**config.mk**
```make
export PLATFORM = sky130hd
export DESIGN_NAME = kfmv_ctrl
export DESIGN_NICKNAME = d
export VERILOG_FILES = /design/src/hdl/kronecker_factored_matvec_core_defines.svh /design/src/hdl/kfmv_pkg.sv /design/src/hdl/kfmv_ctrl.sv
export SDC_FILE = /design/constraint.sdc
export NUM_CORES = 1
export LEC_CHECK = 0
export BUFFER_PORTS_ARGS = -buffer_cell sky130_fd_sc_hd__buf_2
export CORE_AREA = 4 4 49 72
export CTS_CLUSTER_DIAMETER = 60
export DETAILED_ROUTE_END_ITERATION = 8
export DIE_AREA = 0 0 53 76
export HOLD_SLACK_MARGIN = 0.02
export PLACE_DENSITY = 0.72
export SLEW_MARGIN = 10
export SYNTH_ARGS = -nofsm -noshare
export SYNTH_HDL_FRONTEND = slang
export SYNTH_SLANG_ARGS = --single-unit
```
**constraint.sdc**
```tcl
create_clock -name clk -period 1.66 [get_ports clk]
set_input_delay 0.415 -clock clk [delete_from_list [all_inputs] [get_ports clk]]
set_output_delay 0.415 -clock clk [all_outputs]
set_load 0.005 [all_outputs]
```
**src/hdl/kronecker_factored_matvec_core_defines.svh**
```systemverilog
// Assertion macros for the Kronecker matrix-vector core
`ifndef KRONECKER_FACTORED_MATVEC_CORE_DEFINES_SVH
`define KRONECKER_FACTORED_MATVEC_CORE_DEFINES_SVH
`ifndef SYNTHESIS
`define KFMV_ASSERT(label, clk, rst_n, prop) \
	label: assert property (@(posedge clk) disable iff (!rst_n) prop) \
	else $error("assertion failed");
`define KFMV_ASSERT_RST(label, clk, prop) \
	label: assert property (@(posedge clk) prop) else $error("assertion failed");
`else
`define KFMV_ASSERT(label, clk, rst_n, prop)
`define KFMV_ASSERT_RST(label, clk, prop)
`endif
`endif

```
**src/hdl/kfmv_pkg.sv**
```systemverilog
`timescale 1ns / 1ps
// ----------------------------------------------------------------------------
// kfmv_pkg
// Types and constants shared by the Kronecker matrix-vector core.
// ----------------------------------------------------------------------------
package kfmv_pkg;
	localparam int ROWS_A = 8;
	localparam int COLS_A = 32;
	localparam int ROWS_B = 2;
	localparam int COLS_B = 32;
	localparam int A_SIZE = ROWS_A * COLS_A;
	localparam int B_SIZE = ROWS_B * COLS_B;
	localparam int Y_SIZE = ROWS_A * ROWS_B;
	localparam int X_SIZE = COLS_A * COLS_B;
	localparam int P_SIZE = ROWS_A * COLS_B;
	localparam int AW = (A_SIZE > 1) ? $clog2(A_SIZE) : 1;
	localparam int BW = (B_SIZE > 1) ? $clog2(B_SIZE) : 1;
	localparam int YW = (Y_SIZE > 1) ? $clog2(Y_SIZE) : 1;
	localparam int XW = (X_SIZE > 1) ? $clog2(X_SIZE) : 1;
	localparam int PW = (P_SIZE > 1) ? $clog2(P_SIZE) : 1;
	localparam int RAW = (ROWS_A > 1) ? $clog2(ROWS_A) : 1;
	localparam int CAW = (COLS_A > 1) ? $clog2(COLS_A) : 1;
	localparam int RBW = (ROWS_B > 1) ? $clog2(ROWS_B) : 1;
	localparam int CBW = (COLS_B > 1) ? $clog2(COLS_B) : 1;

	typedef enum logic [1:0] {
		ACT_WR_A = 2'd0, ACT_WR_B = 2'd1, ACT_WR_BIAS = 2'd2, ACT_PUSH_X = 2'd3
	} action_t;

	localparam logic [1:0] REG_BIAS_EN = 2'd0;

	typedef enum logic [2:0] {
		ST_IDLE, ST_P_MAC, ST_P_DRAIN, ST_Y_MAC, ST_Y_DRAIN, ST_OUT
	} state_t;

	// controller -> datapath
	typedef struct packed {
		logic          p_mac;     // A*X term valid this cycle
		logic          p_clr;     // first term of a P sum
		logic          p_wr;      // write finished P sum
		logic [RAW-1:0] i;
		logic [CBW-1:0] j;
		logic [CAW-1:0] c;
		logic          y_mac;
		logic          y_clr;
		logic          y_fin;     // finish Y sum into output register
		logic [RBW-1:0] k;
		logic          out_take;
	} cmd_t;

	typedef struct packed {
		logic out_full;
	} sts_t;
endpackage

```
**src/hdl/kfmv_ctrl.sv**
```systemverilog
`timescale 1ns / 1ps
// ----------------------------------------------------------------------------
// kfmv_ctrl
// Sequencer: walks the A*X and P*B^T loops and paces result beats.
// ----------------------------------------------------------------------------
module kfmv_ctrl import kfmv_pkg::*; (
	input  logic   clk,
	input  logic   arst_n,
	input  logic   start,
	input  logic   out_ready,
	input  sts_t   sts,
	output logic   busy,
	output cmd_t   cmd
);
	state_t          state_q, state_nx;
	logic [RAW-1:0]  i_q, i_nx;
	logic [CBW-1:0]  j_q, j_nx;
	logic [CAW-1:0]  c_q, c_nx;
	logic [RBW-1:0]  k_q, k_nx;
	logic [1:0]      drain_q, drain_nx;

	always_ff @(posedge clk or negedge arst_n) begin
		if (!arst_n) begin
			state_q <= ST_IDLE;
			i_q <= '0; j_q <= '0; c_q <= '0; k_q <= '0; drain_q <= '0;
		end else begin
			state_q <= state_nx;
			i_q <= i_nx; j_q <= j_nx; c_q <= c_nx; k_q <= k_nx; drain_q <= drain_nx;
		end
	end

	always_comb begin
		state_nx = state_q;
		i_nx = i_q; j_nx = j_q; c_nx = c_q; k_nx = k_q; drain_nx = drain_q;
		cmd = '0;
		cmd.i = i_q; cmd.j = j_q; cmd.c = c_q; cmd.k = k_q;
		busy = (state_q != ST_IDLE);
		case (state_q)
			ST_IDLE: begin
				if (start) begin
					state_nx = ST_P_MAC;
					i_nx = '0; j_nx = '0; c_nx = '0;
				end
			end
			ST_P_MAC: begin
				cmd.p_mac = 1'b1;
				cmd.p_clr = (c_q == '0);
				if (c_q == CAW'(COLS_A - 1)) begin
					c_nx = '0;
					state_nx = ST_P_DRAIN;
					drain_nx = '0;
				end else begin
					c_nx = c_q + 1'b1;
				end
			end
			ST_P_DRAIN: begin
				// wait for read and product stages to empty into the sum
				drain_nx = drain_q + 1'b1;
				if (drain_q == 2'd2) begin
					cmd.p_wr = 1'b1;
					if (j_q == CBW'(COLS_B - 1)) begin
						j_nx = '0;
						if (i_q == RAW'(ROWS_A - 1)) begin
							i_nx = '0; k_nx = '0;
							state_nx = ST_Y_MAC;
						end else begin
							i_nx = i_q + 1'b1;
							state_nx = ST_P_MAC;
						end
					end else begin
						j_nx = j_q + 1'b1;
						state_nx = ST_P_MAC;
					end
				end
			end
			ST_Y_MAC: begin
				cmd.y_mac = 1'b1;
				cmd.y_clr = (j_q == '0);
				if (j_q == CBW'(COLS_B - 1)) begin
					j_nx = '0;
					drain_nx = '0;
					state_nx = ST_Y_DRAIN;
				end else begin
					j_nx = j_q + 1'b1;
				end
			end
			ST_Y_DRAIN: begin
				drain_nx = drain_q + 1'b1;
				if (drain_q == 2'd3 && !sts.out_full) begin
					cmd.y_fin = 1'b1;
					state_nx = ST_OUT;
				end else if (drain_q == 2'd3) begin
					drain_nx = drain_q;
				end
			end
			ST_OUT: begin
				// hold until the beat leaves, then next result
				if (out_ready) begin
					cmd.out_take = 1'b1;
					if (k_q == RBW'(ROWS_B - 1)) begin
						k_nx = '0;
						if (i_q == RAW'(ROWS_A - 1)) begin
							i_nx = '0;
							state_nx = ST_IDLE;
						end else begin
							i_nx = i_q + 1'b1;
							state_nx = ST_Y_MAC;
						end
					end else begin
						k_nx = k_q + 1'b1;
						state_nx = ST_Y_MAC;
					end
				end
			end
			default: state_nx = ST_IDLE;
		endcase
	end
endmodule

```
==> results.sh, run 1 <==
export IMPL_ant_nets=0
export IMPL_clock_root_buffer="clkbuf_8"
export IMPL_synth_edf_count=0
export IMPL_relSlewSlack_pct=70.16
export IMPL_grt_pass1_vias=1350
export IMPL_worst_slack_ns=-0.1554
export IMPL_syn_to_final_growth_pct=47.98
export IMPL_critical_path_top_delay_family="simple AND/OR/NAND/NOR gates"
export IMPL_start_kind="flop"
export IMPL_synth_seq_area_share_pct=34.93
export IMPL_powerDensity_nw_per_um2=1463
export IMPL_clock_fmax_mhz=550.9
export IMPL_synthFlopType="dfrtp_1"
export IMPL_coreArea_um2=2913
export IMPL_fin_nets=222
export IMPL_min_period_ns=1.815
export IMPL_hold_path_class="in -> async"
export IMPL_synthCells=143
export IMPL_port_buffers=26
export IMPL_grt_usage_pct=19.74
export IMPL_dieArea_um2=4028
export IMPL_synth_distinct_cells=47
export IMPL_clk_latency_ns=0.26
export IMPL_critPathKind="reg -> reg"
export IMPL_syn_num_nets=160
export IMPL_p_leak_nw=0.9901
export IMPL_yosys_area_top_type="dfrtp_1"
export IMPL_post_dp_cell_area_um2=1704
export IMPL_chipWidth_um=53
export IMPL_globalplace_congestion=0.8573
export IMPL_async_reset_ff_share_pct=100.0
export IMPL_yosysWarnings=0
export IMPL_path_cells="ha_2 -> and3_4 -> ha_4 -> or4b_4 -> nor2b_1 -> o21ai_1 -> o31ai_1"
export IMPL_rsz0062_at_grt="true"
export IMPL_worstPathArrival_ns=1.99
export IMPL_ctsHoldBuffers=0
export IMPL_rows=24
export IMPL_viasPerCell=5.407
export IMPL_grt_max_degree=20
export IMPL_io_pins=27
export IMPL_max_stage_delay_ns=0.52
export IMPL_hpwl_mm=2.626
export IMPL_nFillCells=233
export IMPL_outcome="complete, but fails checks"
export IMPL_post_route_drc_count=0
export IMPL_grt_pass1_wl_mm=6.037
export IMPL_tightest_slew_ns=0.4476
export IMPL_gr_total_overflow=0
export IMPL_dieHeight_um=76
export IMPL_drv_cap=0
export IMPL_endpoint_kind="flop"
export IMPL_slew_viol_final=0
export IMPL_cts_buffers_inserted=3
export IMPL_worstPathMaxFanout=5
export IMPL_fin_area_um2=2014
export IMPL_antenna_cells=0
export IMPL_path_buf_inv=0
export IMPL_layout_drive_gt1_share_pct=51.96
export IMPL_dr_pass1_iters=4
export IMPL_antenna_found_initial=0
export IMPL_start_util_pct=46.74
export IMPL_routedWlPerCell_um=15.62
export IMPL_avgSynthCellArea_um2=9.520
export IMPL_dr_total_vias=1314
export IMPL_path_clk_slew_ns=0.07
export IMPL_synth_area_um2=1361
export IMPL_synthTopCellsByArea="dfrtp_1 (35%), ha_1 (11%), o21ai_0 (4.0%)"
export IMPL_finalCritPeriodShare_pct=109.4
export IMPL_report_final_hold_viol_count=0
export IMPL_holdWs_ns=0.09527
export IMPL_dp_cells=224
export IMPL_yosysTopAreaCellShare_pct=34.93
export IMPL_violations="negative setup slack"
export IMPL_cts_tree="done"
export IMPL_drt_wl_total_mm=3.795
export IMPL_worst_clock_skew_ns=0.001647
export IMPL_ys_ff_latch=19
export IMPL_setup_viol=15
export IMPL_synthMostInstantiatedCell="dfrtp_1"
export IMPL_crit_required_ns=1.83
export IMPL_h_tree_depth=1
export IMPL_critPathSlowestCell="or4b_4"
export IMPL_clockBufferDepth=2
export IMPL_final_cells=243
export IMPL_drtIter0Drc=51
export IMPL_synth_cells_most_frequent="dfrtp_1 (19), ha_1 (12), nand2_1 (12)"
export IMPL_peakVddDrop_uv=837.4
export IMPL_cts_sinks=19
-- worst reg2reg max path, delay by kind of cell, from the launching register on --
family	cells	cell delay, ns
AO/OA/AOI/OAI	2	0.15
adder cells (fa/ha/maj)	2	0.34
flip-flops	1	0.39
AND/OR/NAND/NOR	3	0.86
-- layer usage --
metal  vias to the layer above  GRT usage (%)  routed length, µm
li1                        627              -                  -
met1                       636          23.09               1467
met2                        38          33.21               2026
met3                        13          1.566                132
met4                         0          12.28                167
met5                         -              0                  0
-- cell usage in the layout (no fill, tap or decap), types with 2 or more instances in the layout --
cell and n:
and3_4 2, and4b_1 2, and2_4 2, buf_2 25
mux2_4 3, ha_2 3, nand2b_1 3, buf_6 6
nor2b_1 3, mux2_2 2, dfrtp_1 17, a21oi_1 2
ha_4 4, inv_1 8, nand2_1 12, a21o_1 2
nor3_1 2, ha_1 5, o21ai_1 5, nor2_1 9
nand3_1 5, clkbuf_8 3, o21ai_0 5, buf_4 32
a22o_1 3, o21ai_2 5, nor3b_1 2, dfrtp_2 2
nand2b_4 2
-- cell families after synthesis --
| group | synth area share [%] |
|---|---|
| AND/OR/NAND/NOR | 25.73 |
| AO/OA/AOI/OAI | 16.64 |
| flip-flops | 34.93 |
| buffers and inverters | 5.882 |
| adder cells (fa/ha/maj) | 11.03 |
| multiplexers | 5.147 |
| XOR/XNOR | 0.6435 |
-- power breakdown --
group	switching (mW)	internal, mW
registers	0.119	0.594
clock network	0.153	0.171
logic	0.896	1.01
total	1.17	1.78
-- timing repair --
action,4_1_cts,5_1_grt
endpoints found under the hold margin,0,0
resized for setup,22,16
setup endpoints to repair,21,20
pin swaps,10,7
setup buffers,10,5
-- worst paths after layout --
check	startpoint	to	slack [ns]	depth (start not counted)
min reg2reg	i_q[1]	i_q[1]	0.53	1
min in group clk	i_q[1]	i_q[1]	0.53	1
max	c_q[1]	c_q[3]	-0.16	7
min	arst_n	c_q[0]	0.1	1
max reg2reg	c_q[1]	c_q[3]	-0.16	7
max in group asynchronous	arst_n	state_q[1]	1.23	1
-- through the flow --
step / util [%] / power, mW / TNS [ns] / worst slack [ns]
after floorplan: - / 1.662 / -0.5377 / -0.09079
after global placement: 58.51 / 2.148 / -0.5133 / -0.07376
after detailed placement: 58.51 / 2.219 / -1.017 / -0.1466
after CTS: 65.76 / 2.796 / -1.276 / -0.1396
after global routing: 69.16 / 3.168 / -2.271 / -0.2048
final: 69.16 / 2.948 / -1.254 / -0.1554
-- flip-flops by register name, indices dropped and copies added, names as in the netlist --
register  flops
state_q       3
i_q           3
j_q           5
c_q           5
k_q           1
drain_q       2
-- final cells by class --
cell class              count  area (µm²)  area share (%)
multi-input cells         110       979.7           48.63
flip-flops and latches     19       478.0           23.73
repair buffers             63       432.9           21.49
well taps                  39       48.80           2.422
clock buffers               4       45.04           2.236
inverters                   8       30.03           1.491
(Power assumes the default switching activity.)
==> run 2, diff against run 1 <==
--- a/config.mk
+++ b/config.mk
@@ -5,6 +5,7 @@
 export SDC_FILE = /design/constraint.sdc
 export NUM_CORES = 1
 export LEC_CHECK = 0
+export ABC_AREA = 1
 export BUFFER_PORTS_ARGS = -buffer_cell sky130_fd_sc_hd__buf_2
 export CORE_AREA = 4 4 49 72
 export CTS_CLUSTER_DIAMETER = 60
==> results.sh, run 2 <==
export IMPL_start_util_pct=47.12
export IMPL_path_buf_inv=3
export IMPL_worstPathArrival_ns=1.31
export IMPL_r2r_start="j_q[1]"
export IMPL_synthCells=191
export IMPL_cts_buffers_inserted=3
export IMPL_antenna_cells=0
export IMPL_synth_area_um2=1373
export IMPL_max_stage_delay_ns=0.41
export IMPL_rrSetupSlack_ns=-0.03
export IMPL_yosysWarnings=0
export IMPL_synthFlopType="dfrtp_1"
export IMPL_grt_usage_pct=19.83
export IMPL_hpwl_mm=2.538
export IMPL_post_route_drc_count=0
export IMPL_critPathKind="reg -> out"
export IMPL_total_power_mw=3.206
export IMPL_clock_fmax_mhz=578.4
export IMPL_slew_viol_final=0
export IMPL_critical_path_top_delay_family="flip-flops"
export IMPL_antenna_found_initial=0
export IMPL_async_reset_ff_share_pct=100.0
export IMPL_powerDensity_nw_per_um2=1607
export IMPL_worst_slack_ns=-0.06895
export IMPL_final_cell_mix="nand2_1 (47), buf_4 (31), buf_2 (26)"
export IMPL_synth_distinct_cells=24
export IMPL_synth_edf_count=0
export IMPL_reg2reg_depth=11
export IMPL_clockBufferDepth=2
export IMPL_p_leak_nw=1.083
export IMPL_reg2reg_to="state_q[2]"
export IMPL_path_cells="buf_6 -> inv_4 -> ha_4 -> nand2_2 -> nor3_2 -> buf_2"
export IMPL_synthMostInstantiatedCell="nand2_1"
export IMPL_avgSynthCellArea_um2=7.186
export IMPL_viasPerCell=5.099
export IMPL_routedWlPerCell_um=13.22
export IMPL_grt_pass1_wl_mm=6.051
export IMPL_outcome="complete, but fails checks"
export IMPL_clock_root_buffer="clkbuf_8"
export IMPL_rows=24
export IMPL_dr_pass1_iters=4
export IMPL_peakVddDrop_uv=974.6
export IMPL_rsz0062_at_grt="true"
export IMPL_yosysTopAreaCellShare_pct=34.64
export IMPL_cts_tree="done"
export IMPL_finalCritPeriodShare_pct=104.2
export IMPL_largestRegisters="c_q x5, j_q x5"
export IMPL_io_pins=27
export IMPL_report_final_hold_viol_count=0
export IMPL_syn_num_nets=208
export IMPL_gr_total_overflow=0
export IMPL_path_clk_slew_ns=0.08
export IMPL_synth_cells_most_frequent="nand2_1 (54), inv_1 (25), nand3_1 (21)"
export IMPL_dieHeight_um=76
export IMPL_setup_viol=6
export IMPL_drt_wl_total_mm=3.887
export IMPL_layout_commonest_cell="nand2_1"
export IMPL_yosys_area_top_type="dfrtp_1"
export IMPL_min_period_ns=1.729
export IMPL_drv_cap=0
export IMPL_worstPathMaxFanout=4
export IMPL_endpoint_kind="output port"
export IMPL_clk_latency_ns=0.27
export IMPL_syn_to_final_growth_pct=45.31
export IMPL_globalplace_congestion=0.8161
export IMPL_synth_seq_area_share_pct=34.64
export IMPL_violations="negative setup slack"
export IMPL_chipWidth_um=53
export IMPL_start_kind="flop"
export IMPL_fin_nets=273
export IMPL_nFillCells=254
export IMPL_h_tree_depth=1
export IMPL_pre_cts_ws_ns=0.01175
export IMPL_grt_pass1_vias=1425
export IMPL_grt_max_degree=20
export IMPL_critPathSlowestCell="dfrtp_1"
export IMPL_ys_ff_latch=19
export IMPL_synthTopCellsByArea="dfrtp_1 (35%), nand2_1 (15%), ha_1 (11%)"
export IMPL_drtIter0Drc=27
export IMPL_hold_path_class="in -> async"
export IMPL_dr_total_vias=1499
export IMPL_relSlewSlack_pct=69.23
export IMPL_coreArea_um2=2913
export IMPL_port_buffers=26
export IMPL_tightest_slew_ns=0.4615
export IMPL_ant_nets=0
export IMPL_dieArea_um2=4028
export IMPL_worst_clock_skew_ns=0.002926
export IMPL_crit_required_ns=1.24
export IMPL_cts_sinks=19
export IMPL_layout_drive_gt1_share_pct=44.31
==> run 2: where the power goes <==
part           internal (mW)  switching [mW]  total, mW
sequential             0.607           0.164      0.771
combinational          0.970            1.12       2.09
clock                  0.168           0.174      0.342
==> run 2: area by class of cell <==
cell class / count / area, µm² / share of cell area, %
Sequential cell: 19 / 478.0 / 23.96
Inverter: 26 / 107.6 / 5.395
Clock buffer: 3 / 41.29 / 2.070
Timing Repair Buffer: 63 / 430.4 / 21.58
Clock inverter: 1 / 5.005 / 0.2509
Tap cell: 39 / 48.80 / 2.447
Multi-Input combinational cell: 143 / 883.3 / 44.29
==> run 2: metrics by stage <==
step	area (µm²)	utilization (%)	hold WS [ns]	instances	TNS (ns)
2_1_floorplan	1373	-	0.1194	191	0
3_3_place_gp	1617	55.50	0.3892	266	0
5_1_grt	1994	68.47	0.1206	294	-1.075
6_report	1994	68.47	0.09078	294	-0.1978
4_1_cts	1813	62.24	0.09489	279	-0.06898
3_5_place_dp	1617	55.50	0.3886	266	0
==> run 2: repair_timing <==
| item | 4_1_cts | 5_1_grt |
|---|---|---|
| resized for setup | 26 | 26 |
| hold endpoints to repair | 0 | 0 |
| hold buffers | 0 | 0 |
| pin swaps | 7 | 5 |
| cloned | 0 | 0 |
| buffers inserted | 9 | 15 |
| endpoints found under the setup margin | 10 | 15 |
==> run 2: logic make-up (layout without fill, tap and decap cells) <==
kind of cell	after synthesis	after routing	share of synthesized area (%)
AO/OA/AOI/OAI	18	18	6.745
AND/OR/NAND/NOR	110	110	36.28
buffers and inverters	29	93	9.480
flip-flops	19	19	34.64
adder cells (fa/ha/maj)	12	12	10.94
XOR/XNOR	3	3	1.915
==> run 2: worst reg2reg max path, delay by kind of cell (launching register included) <==
kind / cells / cell delay [ns]
fa+ha+maj: 2 / 0.40
buf+inv: 1 / 0.06
flops: 1 / 0.39
simple gates: 8 / 0.74
==> run 2: how the worst max path moves through the flow <==
stage               cells after the start    endpoint  slack, ns        from
floorplan                              11  state_q[0]       0.08      j_q[0]
global placement                        5      cmd[3]       0.07  state_q[1]
detailed placement                     11  state_q[2]       0.01      j_q[0]
CTS                                     5      cmd[3]      -0.04  state_q[1]
global route                           11  state_q[2]      -0.14      j_q[1]
finish                                  6      cmd[3]      -0.07      j_q[1]
==> run 2: per-layer routing <==
metal | part of all wire [%] | wire length [µm] | track usage (%)
met5 | 0 | 0 | 0
met2 | 54 | 2115 | 35.57
met3 | 4.0 | 157 | 2.935
met4 | 2.9 | 114 | 9.719
met1 | 39 | 1501 | 21.37
